===== config.mk =====
export PLATFORM = sky130hd
export DESIGN_NAME = volf_back
export DESIGN_NICKNAME = d
export VERILOG_FILES = /design/src/rtl/volf_pkg.sv /design/src/rtl/volf_back.sv
export VERILOG_INCLUDE_DIRS = /design/src /design/src/rtl
export SDC_FILE = /design/constraint.sdc
export NUM_CORES = 1
export LEC_CHECK = 0
export BUFFER_PORTS_ARGS = -buffer_cell sky130_fd_sc_hd__buf_2
export CAP_MARGIN = 20
export CORE_ASPECT_RATIO = 1.2
export CORE_MARGIN = 2
export CORE_UTILIZATION = 35
export CTS_CLUSTER_DIAMETER = 80
export CTS_CLUSTER_SIZE = 12
export DETAILED_ROUTE_END_ITERATION = 6
export GPL_TIMING_DRIVEN = 0
export MAX_ROUTING_LAYER = met4
export PLACE_DENSITY = 0.77
export SLEW_MARGIN = 20
export SYNTH_ARGS = -nofsm -noshare
export SYNTH_HDL_FRONTEND = slang
export SYNTH_SLANG_ARGS = --single-unit

===== constraint.sdc =====
create_clock -name clk -period 2.25 [get_ports clk]
set_input_delay 0.225 -clock clk [delete_from_list [all_inputs] [get_ports clk]]
set_output_delay 0.225 -clock clk [all_outputs]
set_load 0.02 [all_outputs]

===== src/rtl/vertical_or_line_filter_unit_defines.svh =====
// Assertion macros shared by the filter's modules.
`ifndef VERTICAL_OR_LINE_FILTER_UNIT_DEFINES_SVH
`define VERTICAL_OR_LINE_FILTER_UNIT_DEFINES_SVH

// Same-cycle implication, checked at every rising edge outside reset.
`define VOLF_ASSERT_NOW(label, ante, cons, msg) \
    label: assert property (@(posedge clk) disable iff (!rst_n) (ante) |-> (cons)) \
        else $error(msg);

// Next-cycle implication, checked at every rising edge outside reset.
`define VOLF_ASSERT_NEXT(label, ante, cons, msg) \
    label: assert property (@(posedge clk) disable iff (!rst_n) (ante) |=> (cons)) \
        else $error(msg);

`endif


===== src/rtl/volf_pkg.sv =====
package volf_pkg;

    // Line store depth and the column counter that indexes it.
    localparam int MAX_WIDTH = 2048;
    localparam int COL_W     = $clog2(MAX_WIDTH);

    // Field widths.
    localparam int WIDTH_W  = 12;
    localparam int HEIGHT_W = 16;
    localparam int CHAN_W   = 8;
    localparam int PIX_W    = 3 * CHAN_W;

    // Request queue between front and back.
    localparam int QUEUE_DEPTH = 4;
    localparam int QPTR_W      = $clog2(QUEUE_DEPTH);
    localparam int QCNT_W      = $clog2(QUEUE_DEPTH + 1);

    // Configuration port.
    localparam int PADDR_W = 3;
    localparam int PDATA_W = 32;

    typedef logic [PIX_W-1:0] pix_t;

    // Register indexes.
    typedef enum logic [PADDR_W-3:0] {
        REG_WIDTH  = 1'b0,
        REG_HEIGHT = 1'b1
    } reg_idx_t;

    // Frame geometry as seen by the front end.
    typedef struct packed {
        logic [COL_W-1:0]    last_col_idx;
        logic [HEIGHT_W-1:0] last_row_idx;
    } frame_cfg_t;

    // One request for the back end: one or two result pixels.
    typedef struct packed {
        pix_t pix_a;
        pix_t pix_b;
        logic dual;
        logic fend;
    } job_t;

    // Back end emission phase.
    typedef enum logic [1:0] {
        PH_FIRST  = 2'b01,
        PH_SECOND = 2'b10
    } phase_t;

endpackage


===== src/rtl/volf_back.sv =====
`include "vertical_or_line_filter_unit_defines.svh"

module volf_back
    import volf_pkg::*;
(
    input  logic              clk,
    input  logic              rst_n,
    input  logic              q_valid,
    input  job_t              q_job,
    output logic              pop,
    output logic              res_valid,
    input  logic              res_ready,
    output logic [CHAN_W-1:0] blue_out,
    output logic [CHAN_W-1:0] green_out,
    output logic [CHAN_W-1:0] red_out,
    output logic              run_last,
    output logic              frame_end
);

    logic   load;
    phase_t phase_reg;
    phase_t phase_next;
    logic   out_valid_reg;
    pix_t   pix_reg;
    pix_t   pix_next;
    logic   run_last_reg;
    logic   run_last_next;
    logic   frame_end_reg;
    logic   frame_end_next;

    // Load the output register when a request waits and the register is empty or being drained.
    assign load = q_valid && (!out_valid_reg || res_ready);

    // Pick the next result from the request at the queue head.
    always_comb
    begin
        phase_next     = phase_reg;
        pix_next       = q_job.pix_a;
        run_last_next  = !q_job.dual;
        frame_end_next = !q_job.dual && q_job.fend;
        pop            = 1'b0;
        unique case (phase_reg)
            PH_FIRST:
            begin
                if (load)
                begin
                    if (q_job.dual)
                    begin
                        phase_next = PH_SECOND;
                    end
                    else
                    begin
                        pop = 1'b1;
                    end
                end
            end
            PH_SECOND:
            begin
                pix_next       = q_job.pix_b;
                run_last_next  = 1'b1;
                frame_end_next = q_job.fend;
                if (load)
                begin
                    pop        = 1'b1;
                    phase_next = PH_FIRST;
                end
            end
            default:
            begin
                phase_next = PH_FIRST;
            end
        endcase
    end

    // Output register control.
    always_ff @(posedge clk or negedge rst_n)
    begin
        if (!rst_n)
        begin
            phase_reg     <= PH_FIRST;
            out_valid_reg <= 1'b0;
        end
        else
        begin
            phase_reg <= phase_next;
            if (load)
            begin
                out_valid_reg <= 1'b1;
            end
            else if (res_ready)
            begin
                out_valid_reg <= 1'b0;
            end
        end
    end

    // Output register payload.
    always_ff @(posedge clk)
    begin
        if (load)
        begin
            pix_reg       <= pix_next;
            run_last_reg  <= run_last_next;
            frame_end_reg <= frame_end_next;
        end
    end

    assign res_valid = out_valid_reg;
    assign blue_out  = pix_reg[CHAN_W-1:0];
    assign green_out = pix_reg[2*CHAN_W-1:CHAN_W];
    assign red_out   = pix_reg[3*CHAN_W-1:2*CHAN_W];
    assign run_last  = run_last_reg;
    assign frame_end = frame_end_reg;

    `VOLF_ASSERT_NOW(a_back_hold, phase_reg == PH_SECOND, q_valid, "second half without request")
    `VOLF_ASSERT_NEXT(a_back_split, load && phase_reg == PH_FIRST && q_job.dual,
                      phase_reg == PH_SECOND, "dual request not split")
    `VOLF_ASSERT_NOW(a_back_fend, out_valid_reg && frame_end_reg, run_last_reg,
                     "frame end on non-final result")

endmodule


==> impl_metrics.tcl <==
set metrics [dict create \
    combPwrFrac_pct 26.7 \
    drt_pass1_iterations 3 \
    seq_area_um2 857.1 \
    worst_pin_slew_ns 0.6178 \
    overflow 0 \
    wirelength_um 2822 \
    grt_pass1_vias 927 \
    maxCapViolCount 0 \
    chipWidth_um 61.17 \
    ys_warn_count 0 \
    synth_nets 129 \
    synth_common_cells "edfxtp_1, mux2_4, mux2_2" \
    drive_above_1_share_pct 72.39 \
    p_sw_mw 0.3898 \
    ys_seq_area_share_pct 62.44 \
    period_share_pct 87.05 \
    num_vias 929 \
    htreeDepth 2 \
    p_leak_nw 0.8935 \
    grt_max_degree 28 \
    async_flop_share_pct 10.34 \
    setup_tns_ns 0 \
    setup_viol 0 \
    area_delta_synth_final_pct 41.11 \
    portBuffers 81 \
    clkPwrFrac_pct 26.8 \
    path_clk_slew_ns 0.06 \
    final_core_util_pct 52.44 \
    intPower_mw 1.080 \
    cts_tree "built" \
    cp.arrival_ns 1.73 \
    swShare_pct 26.53 \
    cts_made_buffers 5 \
    r2r-start "phase_reg[0]" \
    multi_input_area_um2 454.2 \
    ioPinCount 82 \
    fp.dieArea_um2 4441 \
    syn-cell-area_um2 1373 \
    min-delay-start "q_valid" \
    critical_path_class "reg2out" \
    clkSinkCount 29 \
    drtIter0Drc 19 \
    path_cells "nand2b_4 -> and2_2 -> nor3b_1 -> buf_2" \
    slowest_delay_ns 0.55 \
    synth_edf_count 26 \
    fmax_mhz 510.6 \
    synth_area_leader_cell "edfxtp_1" \
    crit_required_ns 2.03 \
    synth_cell_types 19 \
    grt_pass1_wl_um 4071 \
    final_net_count 218 \
    crit_start "res_valid" \
    synth_most_common_cell "edfxtp_1" \
    seqPwrFrac_pct 46.5 \
    power_mw 1.469 \
    core_area_um2 3694 \
    ys_ff_latch 29 \
    antenna_found_initial 0 \
    ir_drop_mv 0.4251 \
    cts_buffer_depth 2 \
    yosys.area.top_type_share_pct 56.88 \
    diodes 0 \
    skew_ns 0.002877 \
    critPathSlowestCell "and2_2" \
    slew_viol_final 0 \
    synth_ff_type "edfxtp_1" \
    finalCriticalPeriod_ns 1.959 \
    hold_viol 0 \
    ant_nets 0 \
    rsz0062_at_grt "no" \
    largest_reg_flops 24 \
    min_path_type "in2reg" \
    clkLatencyLatePin_ns 0.27 \
    gp_congestion 0.7044 \
    critPathLaunchType "flop" \
    initial_core_util_pct 37.16 \
    fillers 319 \
    chipHeight_um 72.60 \
    synth.avg_cell_area_um2 18.80 \
    cts_root_buffer "clkbuf_8" \
    slew_headroom_pct 58.81 \
    cts_setup_buffers 0 \
    endpoint_kind "primary output" \
    rows 24 \
    cp_max_fo 27 \
    viasPerCell 4.321 \
    status "complete, no violations" \
    drcViolationCount 0 \
    grt_use_total_pct 13.33 \
    wl_per_cell_um 13.13 \
    synthCells 73 \
    power.density_nw_per_um2 758.7 \
    netlist_top_cells_area "edfxtp_1, mux2_4, mux2_2" \
    hpwl_um 2186 \
]
-- metrics by stage --
stage	cell area, um2	hold slack, ns	setup slack [ns]	cells
floorplan	1373	-0.07059	0.1483	73
global placement	1843	0.02126	0.1823	206
detailed placement	1843	0.02494	0.1400	206
CTS	1937	0.1702	0.2356	215
global route	1937	0.1961	0.1150	215
finish	1937	0.1788	0.2913	215
-- power by group through the flow --
stage               combinational [mW]  sequential, mW  clock [mW]
floorplan                        0.216           0.749           0
global placement                 0.378           0.692           0
detailed placement               0.395           0.697           0
CTS                              0.399           0.684       0.416
global route                     0.424           0.689       0.438
finish                           0.392           0.683       0.394
-- per-layer routing --
metal	vias to the layer above	share of wire (%)	global-route usage [%]
li1	452	-	-
met1	412	36	12.18
met2	61	52	23.88
met3	4	11	4.255
met4	0	1.5	6.522
met5	-	0	-
-- logic make-up (layout without fill, tap and decap cells) --
| group | after synthesis | after routing | synth area share (%) |
|---|---|---|---|
| buffers and inverters | 6 | 96 | 4.558 |
| adder cells (fa/ha/maj) | 2 | 2 | 1.823 |
| AO/OA/AOI/OAI | 3 | 3 | 1.550 |
| AND/OR/NAND/NOR | 9 | 9 | 4.740 |
| flip-flops | 29 | 29 | 62.44 |
| multiplexers | 24 | 24 | 24.89 |
-- final timing paths --
path | end | slack [ns] | cells after the start
setup / recovery | pop | 0.29 | 4
hold / removal | res_valid | 0.18 | 2
setup reg to reg | pix_reg[0] | 0.61 | 5
hold reg to reg | res_valid | 0.55 | 2
max in group asynchronous | phase_reg[0] | 1.78 | 2
min in group asynchronous | phase_reg[1] | 0.27 | 2
-- worst max-delay path, delay by kind of cell, from the launching register on --
kind / cells / cell delay (ns)
simple gates: 3 / 0.87
flops: 1 / 0.40
buf+inv: 1 / 0.19
-- cells in the final DEF, fill, tap and decap left out, types with 2 or more instances in the layout --
cell | Yosys | final
buf_12 | 2 | 2
buf_2 | 0 | 81
clkbuf_8 | 0 | 5
clkinv_2 | 0 | 2
dfrtp_1 | 2 | 2
edfxtp_1 | 26 | 26
ha_1 | 2 | 2
inv_1 | 3 | 3
mux2_2 | 5 | 5
mux2_4 | 19 | 19
nand2b_1 | 2 | 2
-- cell type report --
| type | instances | area share, % |
|---|---|---|
| buffer | 3 | 2.649 |
| timing repair buffer | 82 | 21.45 |
| sequential | 29 | 44.25 |
| inverter | 3 | 0.5814 |
| clock buffer | 6 | 3.747 |
| multi-input combinational | 38 | 23.45 |
| tap | 52 | 3.359 |
| clock inverter | 2 | 0.5168 |
-- timing repair --
item,in CTS,in global routing
setup endpoints to repair,1,0
endpoints found under the hold margin,3,0
hold buffers,1,0
resized for setup,1,0
Power figures use the tool's default switching activity.
