## src/rtl/vertical_or_line_filter_unit_defines.svh

```systemverilog
// Assertion macros shared by the filter's modules.
`ifndef VERTICAL_OR_LINE_FILTER_UNIT_DEFINES_SVH
`define VERTICAL_OR_LINE_FILTER_UNIT_DEFINES_SVH

// Same-cycle implication, checked at every rising edge outside reset.
`define VOLF_ASSERT_NOW(label, ante, cons, msg) \
    label: assert property (@(posedge clk) disable iff (!rst_n) (ante) |-> (cons)) \
        else $error(msg);

// Next-cycle implication, checked at every rising edge outside reset.
`define VOLF_ASSERT_NEXT(label, ante, cons, msg) \
    label: assert property (@(posedge clk) disable iff (!rst_n) (ante) |=> (cons)) \
        else $error(msg);

`endif

```

## src/rtl/volf_pkg.sv

```systemverilog
package volf_pkg;

    // Line store depth and the column counter that indexes it.
    localparam int MAX_WIDTH = 2048;
    localparam int COL_W     = $clog2(MAX_WIDTH);

    // Field widths.
    localparam int WIDTH_W  = 12;
    localparam int HEIGHT_W = 16;
    localparam int CHAN_W   = 8;
    localparam int PIX_W    = 3 * CHAN_W;

    // Request queue between front and back.
    localparam int QUEUE_DEPTH = 4;
    localparam int QPTR_W      = $clog2(QUEUE_DEPTH);
    localparam int QCNT_W      = $clog2(QUEUE_DEPTH + 1);

    // Configuration port.
    localparam int PADDR_W = 3;
    localparam int PDATA_W = 32;

    typedef logic [PIX_W-1:0] pix_t;

    // Register indexes.
    typedef enum logic [PADDR_W-3:0] {
        REG_WIDTH  = 1'b0,
        REG_HEIGHT = 1'b1
    } reg_idx_t;

    // Frame geometry as seen by the front end.
    typedef struct packed {
        logic [COL_W-1:0]    last_col_idx;
        logic [HEIGHT_W-1:0] last_row_idx;
    } frame_cfg_t;

    // One request for the back end: one or two result pixels.
    typedef struct packed {
        pix_t pix_a;
        pix_t pix_b;
        logic dual;
        logic fend;
    } job_t;

    // Back end emission phase.
    typedef enum logic [1:0] {
        PH_FIRST  = 2'b01,
        PH_SECOND = 2'b10
    } phase_t;

endpackage

```

## src/rtl/volf_queue.sv

```systemverilog
`include "vertical_or_line_filter_unit_defines.svh"

module volf_queue
    import volf_pkg::*;
(
    input  logic              clk,
    input  logic              rst_n,
    input  logic              push,
    input  job_t              push_job,
    input  logic              pop,
    output logic              q_valid,
    output job_t              q_job,
    output logic [QCNT_W-1:0] q_count
);

    job_t              entry_reg [QUEUE_DEPTH];
    logic [QPTR_W-1:0] wr_ptr_reg;
    logic [QPTR_W-1:0] rd_ptr_reg;
    logic [QCNT_W-1:0] count_reg;
    logic [QCNT_W-1:0] count_next;

    // Occupancy after this cycle's push and pop.
    always_comb
    begin
        count_next = count_reg;
        if (push && !pop)
        begin
            count_next = count_reg + 1'b1;
        end
        else if (pop && !push)
        begin
            count_next = count_reg - 1'b1;
        end
    end

    // Pointers and count.
    always_ff @(posedge clk or negedge rst_n)
    begin
        if (!rst_n)
        begin
            wr_ptr_reg <= '0;
            rd_ptr_reg <= '0;
            count_reg  <= '0;
        end
        else
        begin
            count_reg <= count_next;
            if (push)
            begin
                wr_ptr_reg <= (wr_ptr_reg == QPTR_W'(QUEUE_DEPTH - 1)) ? '0 : wr_ptr_reg + 1'b1;
            end
            if (pop)
            begin
                rd_ptr_reg <= (rd_ptr_reg == QPTR_W'(QUEUE_DEPTH - 1)) ? '0 : rd_ptr_reg + 1'b1;
            end
        end
    end

    // Entry storage.
    always_ff @(posedge clk)
    begin
        if (push)
        begin
            entry_reg[wr_ptr_reg] <= push_job;
        end
    end

    assign q_valid = (count_reg != '0);
    assign q_job   = entry_reg[rd_ptr_reg];
    assign q_count = count_reg;

    `VOLF_ASSERT_NOW(a_queue_underflow, pop, count_reg != '0, "pop from empty queue")

endmodule

```

## config.mk

```make
export PLATFORM = sky130hd
export DESIGN_NAME = volf_queue
export DESIGN_NICKNAME = d
export VERILOG_FILES = /design/src/rtl/volf_pkg.sv /design/src/rtl/volf_queue.sv
export VERILOG_INCLUDE_DIRS = /design/src /design/src/rtl
export SDC_FILE = /design/constraint.sdc
export NUM_CORES = 1
export LEC_CHECK = 0
export BUFFER_PORTS_ARGS = -buffer_cell sky130_fd_sc_hd__buf_2
export CORE_MARGIN = 2
export CORE_UTILIZATION = 57
export DETAILED_ROUTE_END_ITERATION = 8
export PLACE_DENSITY = 0.79
export SYNTH_ARGS = -nofsm -noshare
export SYNTH_HDL_FRONTEND = slang
export SYNTH_SLANG_ARGS = --single-unit
export TNS_END_PERCENT = 1
```

## constraint.sdc

```tcl
create_clock -name clk -period 2.4 [get_ports clk]
set_input_delay 0.24 -clock clk [delete_from_list [all_inputs] [get_ports clk]]
set_output_delay 0.24 -clock clk [all_outputs]
set_load 0.02 [all_outputs]
```

==> flow_metrics.tcl, run 1 <==
set metrics [dict create \
    num_rows 42 \
    worstSetupEndpointType "output port" \
    cts_max_level 1 \
    period_share_pct 92.1 \
    finalHoldViolCount 0 \
    dp_cells 581 \
    reg2reg_to "entry_reg[2][18]$_DFFE_PP_" \
    die_x_um 120 \
    diodes 0 \
    synth-main-ff-cell "edfxtp_1" \
    yosys.area.top_type_share_pct 78.2 \
    fin_setup_tns_ps 0 \
    start_kind "register" \
    synth_fp_nets 359 \
    worstMarginPinSlew_ps 536 \
    crit_arrival_ps 1970 \
    cts.sinks 207 \
    grt_antenna_before_repair 0 \
    num_vias 3665 \
    drt_wl_total_um 13700 \
    max_stage_delay_ps 540 \
    leakage_nw 3.41 \
    ys_seq_elements 207 \
    critPathTopFamily "multiplexers" \
    synth.area.top_cells "edfxtp_1 (78%), mux4_2 (14%), dfrtp_1 (2.3%)" \
    path_cells "buf_12 > buf_16 > mux4_2 > buf_2" \
    wl_per_cell_um 20.3 \
    areaGrowthSynthToFinish_pct 25.5 \
    worstHoldEndpoint "entry_reg[1][27]$_DFFE_PP_" \
    mappedNetlistArea_um2 7680 \
    hpwl_um 7850 \
    largest_register_ffs 200 \
    clockBufferDepth 3 \
    yosysSeqAreaShare_pct 80.4 \
    yosysTopAreaCell "edfxtp_1" \
    grt_pass1_vias 3941 \
    drc 0 \
    drtPass1Iterations 6 \
    final_max_slew_viol_count 0 \
    slew_headroom_pct 64.3 \
    fin_nets 545 \
    run_status "complete, no violations" \
    hold_class "in -> reg" \
    hold_depth 1 \
    drtIter0Drc 260 \
    slowest_stage "mux4_2" \
    crit_required_ps 2160 \
    synthCells 298 \
    seqCellArea_um2 6190 \
    synth.distinct_cells 19 \
    overflow 0 \
    r2r_slack_ps 700 \
    synth_common_cells "edfxtp_1 (200), mux4_2 (48), dfrtp_1 (7)" \
    dieArea_um2 14400 \
    cp_max_fo 14 \
    coreArea_um2 13200 \
    via_per_inst 5.45 \
    skew_ps 5.58 \
    r2r-start "wr_ptr_reg[0]$_DFFE_PN0P_" \
    nFillCells 771 \
    max_cap_viol_count 0 \
    wirelength_met1_um 5460 \
    port_buffers 107 \
    tritoncts "done" \
    drive_gt1_share_pct 42.1 \
    p_per_area_nw_per_um2 1190 \
    dr_wl_met3_um 658 \
    ys_async_sr_fraction_pct 3.38 \
    synth.most_common_cell "edfxtp_1" \
    max_freq_mhz 453 \
    start_util_pct 58.3 \
    route.met2.wl_um 7360 \
    cts-resized-gates 0 \
    clkTransAtPathRegs_ps 60 \
    setup_violations 0 \
    grt_max_degree 53 \
    rr_worst_depth 4 \
    clock_latency_ps 470 \
    clockRootBuffer "clkbuf_16" \
    min_period_ps 2210 \
    cts_made_buffers 20 \
    setup.worst_path.class "reg -> out" \
    io_pins 108 \
    detail-route-antenna-nets 0 \
    layout.cells.non_filler 673 \
    fp.dieH_um 120 \
    hp-start "push_job[27]" \
    syn_avg_cell_area_um2 25.8 \
    multi_input_area_um2 1350 \
    synth_enable_flop_cells 200 \
    yosys_warnings 0 \
    peakVddDrop_mv 0.809 \
    worst-path-buf-inv 3 \
    routed.top_layer "met4" \
    grt_util_all_layers_pct 19.2 \
    place_congestion 0.712 \
    grt_first_pass_wirelength_um 20700 \
    grt_setup_unrepaired "no" \
]
[metrics by stage]
stage          power [W]  area, um2  worst slack (ps)  hold slack [ps]  utilization [%]
2_1_floorplan    0.00748       7680               172            -55.6                -
3_3_place_gp     0.00836       8440               382             83.5             64.0
3_5_place_dp     0.00846       8440               359             88.9             64.0
4_1_cts           0.0115       9570              8.63             2.58             72.5
5_1_grt           0.0120       9650               140             3.99             73.1
6_report          0.0115       9650               191             9.12             73.1
[timing repair]
action / CTS / global route
hold buffers: 49 / 0
endpoints found under the setup margin: 28 / 11
endpoints found under the hold margin: 199 / 0
setup buffers: 1 / 7
[worst register-to-register path, delay by kind of cell, from the launching register on]
kind,cells,cell delay (ps)
buffers and inverters,2,530
flip-flops,1,410
AND/OR/NAND/NOR,1,250
adder cells (fa/ha/maj),1,140
[placed cells by master (no fill, tap or decap), types with 4 or more instances in the layout]
cell           Yosys  final
and2_2             0      4
inv_1              4      4
clkbuf_16          0     21
mux4_2            48     48
buf_12             5      5
dlygate4sd3_1      0     49
clkinv_1           0      5
edfxtp_1         200    200
buf_2              5    107
dfrtp_1            7      5
clkbuf_1           1      5
buf_4              0     14
ha_1               6      6
[routing by layer]
| metal | vias up | GRT usage [%] |
|---|---|---|
| li1 | 1634 | - |
| met1 | 1912 | 24.6 |
| met2 | 107 | 34.6 |
| met3 | 12 | 3.14 |
| met4 | 0 | 4.63 |
| met5 | - | 0 |
[power by group]
group / switching, W / internal [W] / leakage (nW) / total, W
registers: 0.000179 / 0.00465 / 1.92 / 0.00483
clock network: 0.00118 / 0.00170 / 0.291 / 0.00288
logic: 0.00210 / 0.00169 / 1.20 / 0.00379
total: 0.00346 / 0.00804 / 3.41 / 0.0115
[worst max-delay path by stage]
stage                               from                   endpoint  slack, ps  cells after the start
2_1_floorplan  wr_ptr_reg[0]$_DFFE_PN0P_  entry_reg[0][0]$_DFFE_PP_        170                      3
3_3_place_gp   rd_ptr_reg[0]$_DFFE_PN0P_                   q_job[5]        380                      3
3_5_place_dp   rd_ptr_reg[0]$_DFFE_PN0P_                   q_job[2]        360                      3
4_1_cts        rd_ptr_reg[0]$_DFFE_PN0P_                   q_job[5]          9                      3
5_1_grt        rd_ptr_reg[0]$_DFFE_PN0P_                  q_job[23]        140                      4
6_report       rd_ptr_reg[0]$_DFFE_PN0P_                  q_job[23]        190                      4
[area by class of cell]
type                            count  share of cell area [%]
Inverter                            4                   0.156
Multi-Input combinational cell     75                    14.0
Clock buffer                       26                    5.64
Clock inverter                      9                   0.713
Sequential cell                   207                    64.1
Timing Repair Buffer              176                    13.0
Tap cell                          176                    2.28
[cells by family after synthesis]
| family | Yosys count | synth area share [%] |
|---|---|---|
| AOI/OAI and AO/OA | 2 | 0.130 |
| muxes | 53 | 15.2 |
| DFF | 207 | 80.4 |
| adders and majority gates | 7 | 1.24 |
| xor gates and xnor gates | 3 | 0.342 |
| buffers and inverters | 16 | 2.02 |
| and+or+nand+nor | 10 | 0.651 |
Power figures use the tool's default switching activity.
==> run 2: changes to the inputs <==
- CORE_ASPECT_RATIO: unset -> 1.25
==> flow_metrics.tcl, run 2 (synthesis gave the netlist of run 1 again) <==
set metrics [dict create \
    start_kind "register" \
    leakage_nw 3.39 \
    skew_ps 15.3 \
    final_cell_mix "edfxtp_1 (200), buf_2 (107), dlygate4sd3_1 (51), mux4_2 (48), clkbuf_16 (19)" \
    worstHoldEndpoint "wr_ptr_reg[0]$_DFFE_PN0P_" \
    p_int_w 0.00793 \
    largest_register_ffs 200 \
    r2r_slack_ps 900 \
    power_frac_comb_pct 32.0 \
    clock_latency_ps 480 \
    die_x_um 108 \
    fin_setup_tns_ps 0 \
    grt_pass1_vias 3877 \
    detail-route-antenna-nets 0 \
    crit_required_ps 2160 \
    fin_nets 542 \
    grt_first_pass_wirelength_um 21100 \
    min_period_ps 2220 \
    slowest_stage "mux4_1" \
    pwr-share-clk_pct 24.8 \
    period_share_pct 92.7 \
    setup_violations 0 \
    drtIter0Drc 253 \
    drc 0 \
    via_per_inst 5.49 \
    num_vias 3646 \
    num_rows 47 \
    overflow 0 \
    dieArea_um2 14400 \
    port_buffers 107 \
    max_stage_delay_ps 580 \
    fp.dieH_um 134 \
    start_util_pct 58.1 \
    place_congestion 0.719 \
    cts-resized-gates 0 \
    grt_max_degree 51 \
    peakVddDrop_mv 0.766 \
    drt_wl_total_um 13600 \
    cts_max_level 1 \
    p_switching_w 0.00342 \
    path_cells "buf_4 > mux4_1 > buf_2" \
    run_status "complete, no violations" \
    cts_made_buffers 19 \
    cp-startpoint "rd_ptr_reg[0]$_DFFE_PN0P_" \
    drive_gt1_share_pct 42.1 \
    hp-start "push" \
    crit_arrival_ps 1980 \
    finish.utilization_pct 72.6 \
    rr_worst_depth 4 \
    grt_setup_unrepaired "no" \
    seq_power_share_pct 43.2 \
    final_common_cell "edfxtp_1" \
    worstSetupEndpointType "output port" \
    clockRootBuffer "clkbuf_16" \
    areaGrowthSynthToFinish_pct 25.0 \
    io_pins 108 \
    tritoncts "done" \
    clkTransAtPathRegs_ps 60 \
    cp_max_fo 11 \
    coreArea_um2 13200 \
    worstMarginPinSlew_ps 356 \
    slew_headroom_pct 76.3 \
    hold_depth 2 \
    grt_antenna_before_repair 1 \
    max_freq_mhz 450 \
    final_max_slew_viol_count 0 \
    setup.worst_path.class "reg -> out" \
    reg2reg_to "entry_reg[0][39]$_DFFE_PP_" \
    sw_frac_of_total_pct 30.1 \
    max_cap_viol_count 0 \
    p_per_area_nw_per_um2 1180 \
    hold_class "in -> reg" \
    finalHoldViolCount 0 \
    grt_util_all_layers_pct 19.5 \
    clockBufferDepth 3 \
    cts.sinks 207 \
    drtPass1Iterations 4 \
    hpwl_um 7670 \
    r2r-start "wr_ptr_reg[0]$_DFFE_PN0P_" \
    wl_per_cell_um 20.5 \
]
## run 2: critical path: cells and delay by family (launching register included)
family | cells | cell delay (ps)
buffers and inverters | 2 | 380
DFF | 1 | 550
muxes | 1 | 580
## run 2: how the worst max path moves through the flow
stage,endpoint,slack (ps),depth (start not counted)
detailed placement,q_job[2],390,3
global route,q_job[34],100,3
finish,q_job[34],180,3
floorplan,entry_reg[0][0]$_DFFE_PP_,170,3
global placement,q_job[27],390,3
CTS,q_job[2],50,3
## run 2: routing by layer
layer / vias to the layer above / routed length, um / global-route usage (%)
met5: - / 0 / 0
met4: 0 / 272 / 6.84
met3: 19 / 810 / 3.30
met2: 129 / 7210 / 32.7
met1: 1866 / 5300 / 26.2
li1: 1632 / - / -
## run 2: layout make-up
type | count | area (um2)
Antenna cell | 1 | 2.50
Clock buffer | 25 | 528
Clock inverter | 7 | 61.3
Fill cell | 802 | 3620
Inverter | 4 | 15.0
Multi-Input combinational cell | 75 | 1350
Sequential cell | 207 | 6190
Tap cell | 171 | 214
Timing Repair Buffer | 174 | 1250
## run 2: power groups by stage
stage / Sequential [W] / Clock (W) / Combinational [W]
after floorplan: 0.00488 / 0 / 0.00261
final: 0.00490 / 0.00282 / 0.00363
after detailed placement: 0.00506 / 0 / 0.00344
after global placement: 0.00501 / 0 / 0.00339
after global routing: 0.00495 / 0.00301 / 0.00388
after CTS: 0.00494 / 0.00289 / 0.00361
## run 2: repair_timing
action | 4_1_cts | 5_1_grt
buffers inserted | 1 | 5
hold endpoints to repair | 207 | 0
pin swaps | 0 | 0
endpoints found under the setup margin | 31 | 1
hold buffers | 51 | 0
## run 2: stage by stage
stage	hold WS [ps]	area, um2	instances	setup slack, ps	power, W
after CTS	35.3	9570	658	50.7	0.0114
after floorplan	-55.6	7680	298	172	0.00748
after detailed placement	88.3	8450	574	391	0.00850
after global routing	48.9	9610	664	99.0	0.0119
final	49.1	9610	664	176	0.0113
after global placement	79.2	8450	574	391	0.00840
==> run 3: changes to the inputs <==
- CORE_UTILIZATION: 57 -> 50
- PLACE_DENSITY: 0.79 -> 0.71
==> flow_metrics.tcl, run 3 (synthesis gave the netlist of run 1 again) <==
set metrics [dict create \
    grt_max_degree 53 \
    setup.worst_path.class "reg -> out" \
    fp.dieH_um 143 \
    die_x_um 115 \
    period_share_pct 92.0 \
    grt_setup_unrepaired "no" \
    reg2reg_to "entry_reg[2][13]$_DFFE_PP_" \
    cts.sinks 207 \
    place_congestion 0.690 \
    drive_gt1_share_pct 41.4 \
    r2r_slack_ps 790 \
    start_kind "register" \
    via_per_inst 5.32 \
    cp_max_fo 24 \
    fin_setup_tns_ps 0 \
    final_cell_area_um2 9550 \
    detail-route-antenna-nets 0 \
    drtIter0Drc 211 \
    p_per_area_nw_per_um2 1180 \
    cts_made_buffers 19 \
    finish.utilization_pct 63.6 \
    fin_nets 539 \
    hpwl_um 7710 \
    coreArea_um2 15000 \
    max_cap_viol_count 0 \
    postPlaceCellArea_um2 8440 \
    clockRootBuffer "clkbuf_16" \
    drc 0 \
    worstMarginPinSlew_ps 510 \
    clkTransAtPathRegs_ps 60 \
    grt_antenna_before_repair 0 \
    slew_headroom_pct 66.0 \
    crit_arrival_ps 1970 \
    clock_latency_ps 470 \
    cts-resized-gates 0 \
    rr_worst_depth 4 \
    tritoncts "done" \
    crit_required_ps 2160 \
    grt_first_pass_wirelength_um 20400 \
    worstSetupEndpointType "output port" \
    cts_max_level 1 \
    fin_hold_ws_ps 74.9 \
    port_buffers 107 \
    run_status "complete, no violations" \
    final_common_cell "edfxtp_1" \
    io_pins 108 \
    min_period_ps 2210 \
    max_freq_mhz 453 \
    leakage_nw 3.37 \
    start_util_pct 51.2 \
    hp-start "pop" \
    drt_wl_total_um 13000 \
    setup_violations 0 \
    final_max_slew_viol_count 0 \
    final_cell_mix "edfxtp_1 (200), buf_2 (107), dlygate4sd3_1 (51), mux4_2 (48), clkbuf_16 (19)" \
    dieArea_um2 16400 \
    r2r-start "wr_ptr_reg[0]$_DFFE_PN0P_" \
    num_vias 3578 \
    clockBufferDepth 3 \
    grt_util_all_layers_pct 16.5 \
    peakVddDrop_mv 0.744 \
    largest_register_ffs 200 \
    overflow 0 \
    num_rows 50 \
    grt_pass1_vias 3879 \
    finalHoldViolCount 0 \
    wl_per_cell_um 19.4 \
    areaGrowthSynthToFinish_pct 24.3 \
    skew_ps 8.26 \
    hold_class "in -> reg" \
    drtPass1Iterations 4 \
    worstHoldEndpoint "rd_ptr_reg[1]$_DFFE_PN0P_" \
    hold_depth 2 \
    diodes 0 \
]
-- run 3: how the worst max path moves through the flow --
stage,slack [ps],startpoint,endpoint
global route,100,rd_ptr_reg[0]$_DFFE_PN0P_,q_job[34]
finish,190,rd_ptr_reg[0]$_DFFE_PN0P_,q_job[34]
floorplan,170,wr_ptr_reg[0]$_DFFE_PN0P_,entry_reg[0][0]$_DFFE_PP_
global placement,520,rd_ptr_reg[0]$_DFFE_PN0P_,q_job[34]
CTS,150,rd_ptr_reg[0]$_DFFE_PN0P_,q_job[34]
detailed placement,510,rd_ptr_reg[0]$_DFFE_PN0P_,q_job[34]
-- run 3: per-stage QoR --
| step | cells | power (W) | worst slack [ps] |
|---|---|---|---|
| after detailed placement | 586 | 0.00848 | 508 |
| after CTS | 672 | 0.0114 | 146 |
| after global routing | 672 | 0.0118 | 104 |
| after global placement | 586 | 0.00841 | 516 |
| after floorplan | 298 | 0.00748 | 172 |
| final | 672 | 0.0112 | 192 |
-- run 3: area by class of cell --
class                           count  area, um2
Fill cell                        1012       5460
Sequential cell                   207       6190
Clock buffer                       23        490
Inverter                            4       15.0
Timing Repair Buffer              171       1180
Clock inverter                     10       96.3
Tap cell                          182        228
Multi-Input combinational cell     75       1350
-- run 3: repair_timing --
action | 4_1_cts | 5_1_grt
setup endpoints to repair | 1 | 0
buffers inserted | 2 | 0
hold endpoints to repair | 207 | 0
hold buffers | 51 | 0
-- run 3: where the power goes --
| part | switching, W | internal (W) |
|---|---|---|
| Combinational | 0.00203 | 0.00155 |
| Clock | 0.00117 | 0.00167 |
| Sequential | 0.000178 | 0.00465 |
-- run 3: layer usage --
| layer | share of wire, % | global-route usage (%) | up-vias | wire length, um |
|---|---|---|---|---|
| li1 | - | - | 1623 | - |
| met1 | 39 | 20.3 | 1853 | 5090 |
| met2 | 54 | 29.5 | 83 | 7090 |
| met3 | 4.5 | 3.10 | 19 | 584 |
| met4 | 2.0 | 5.33 | 0 | 258 |
| met5 | 0 | 0 | - | 0 |
-- run 3: critical path, stage by stage, from the launching register on --
cell and delay [ps]:
dfrtp_4 480, buf_12 220, mux4_1 590, buf_2 180
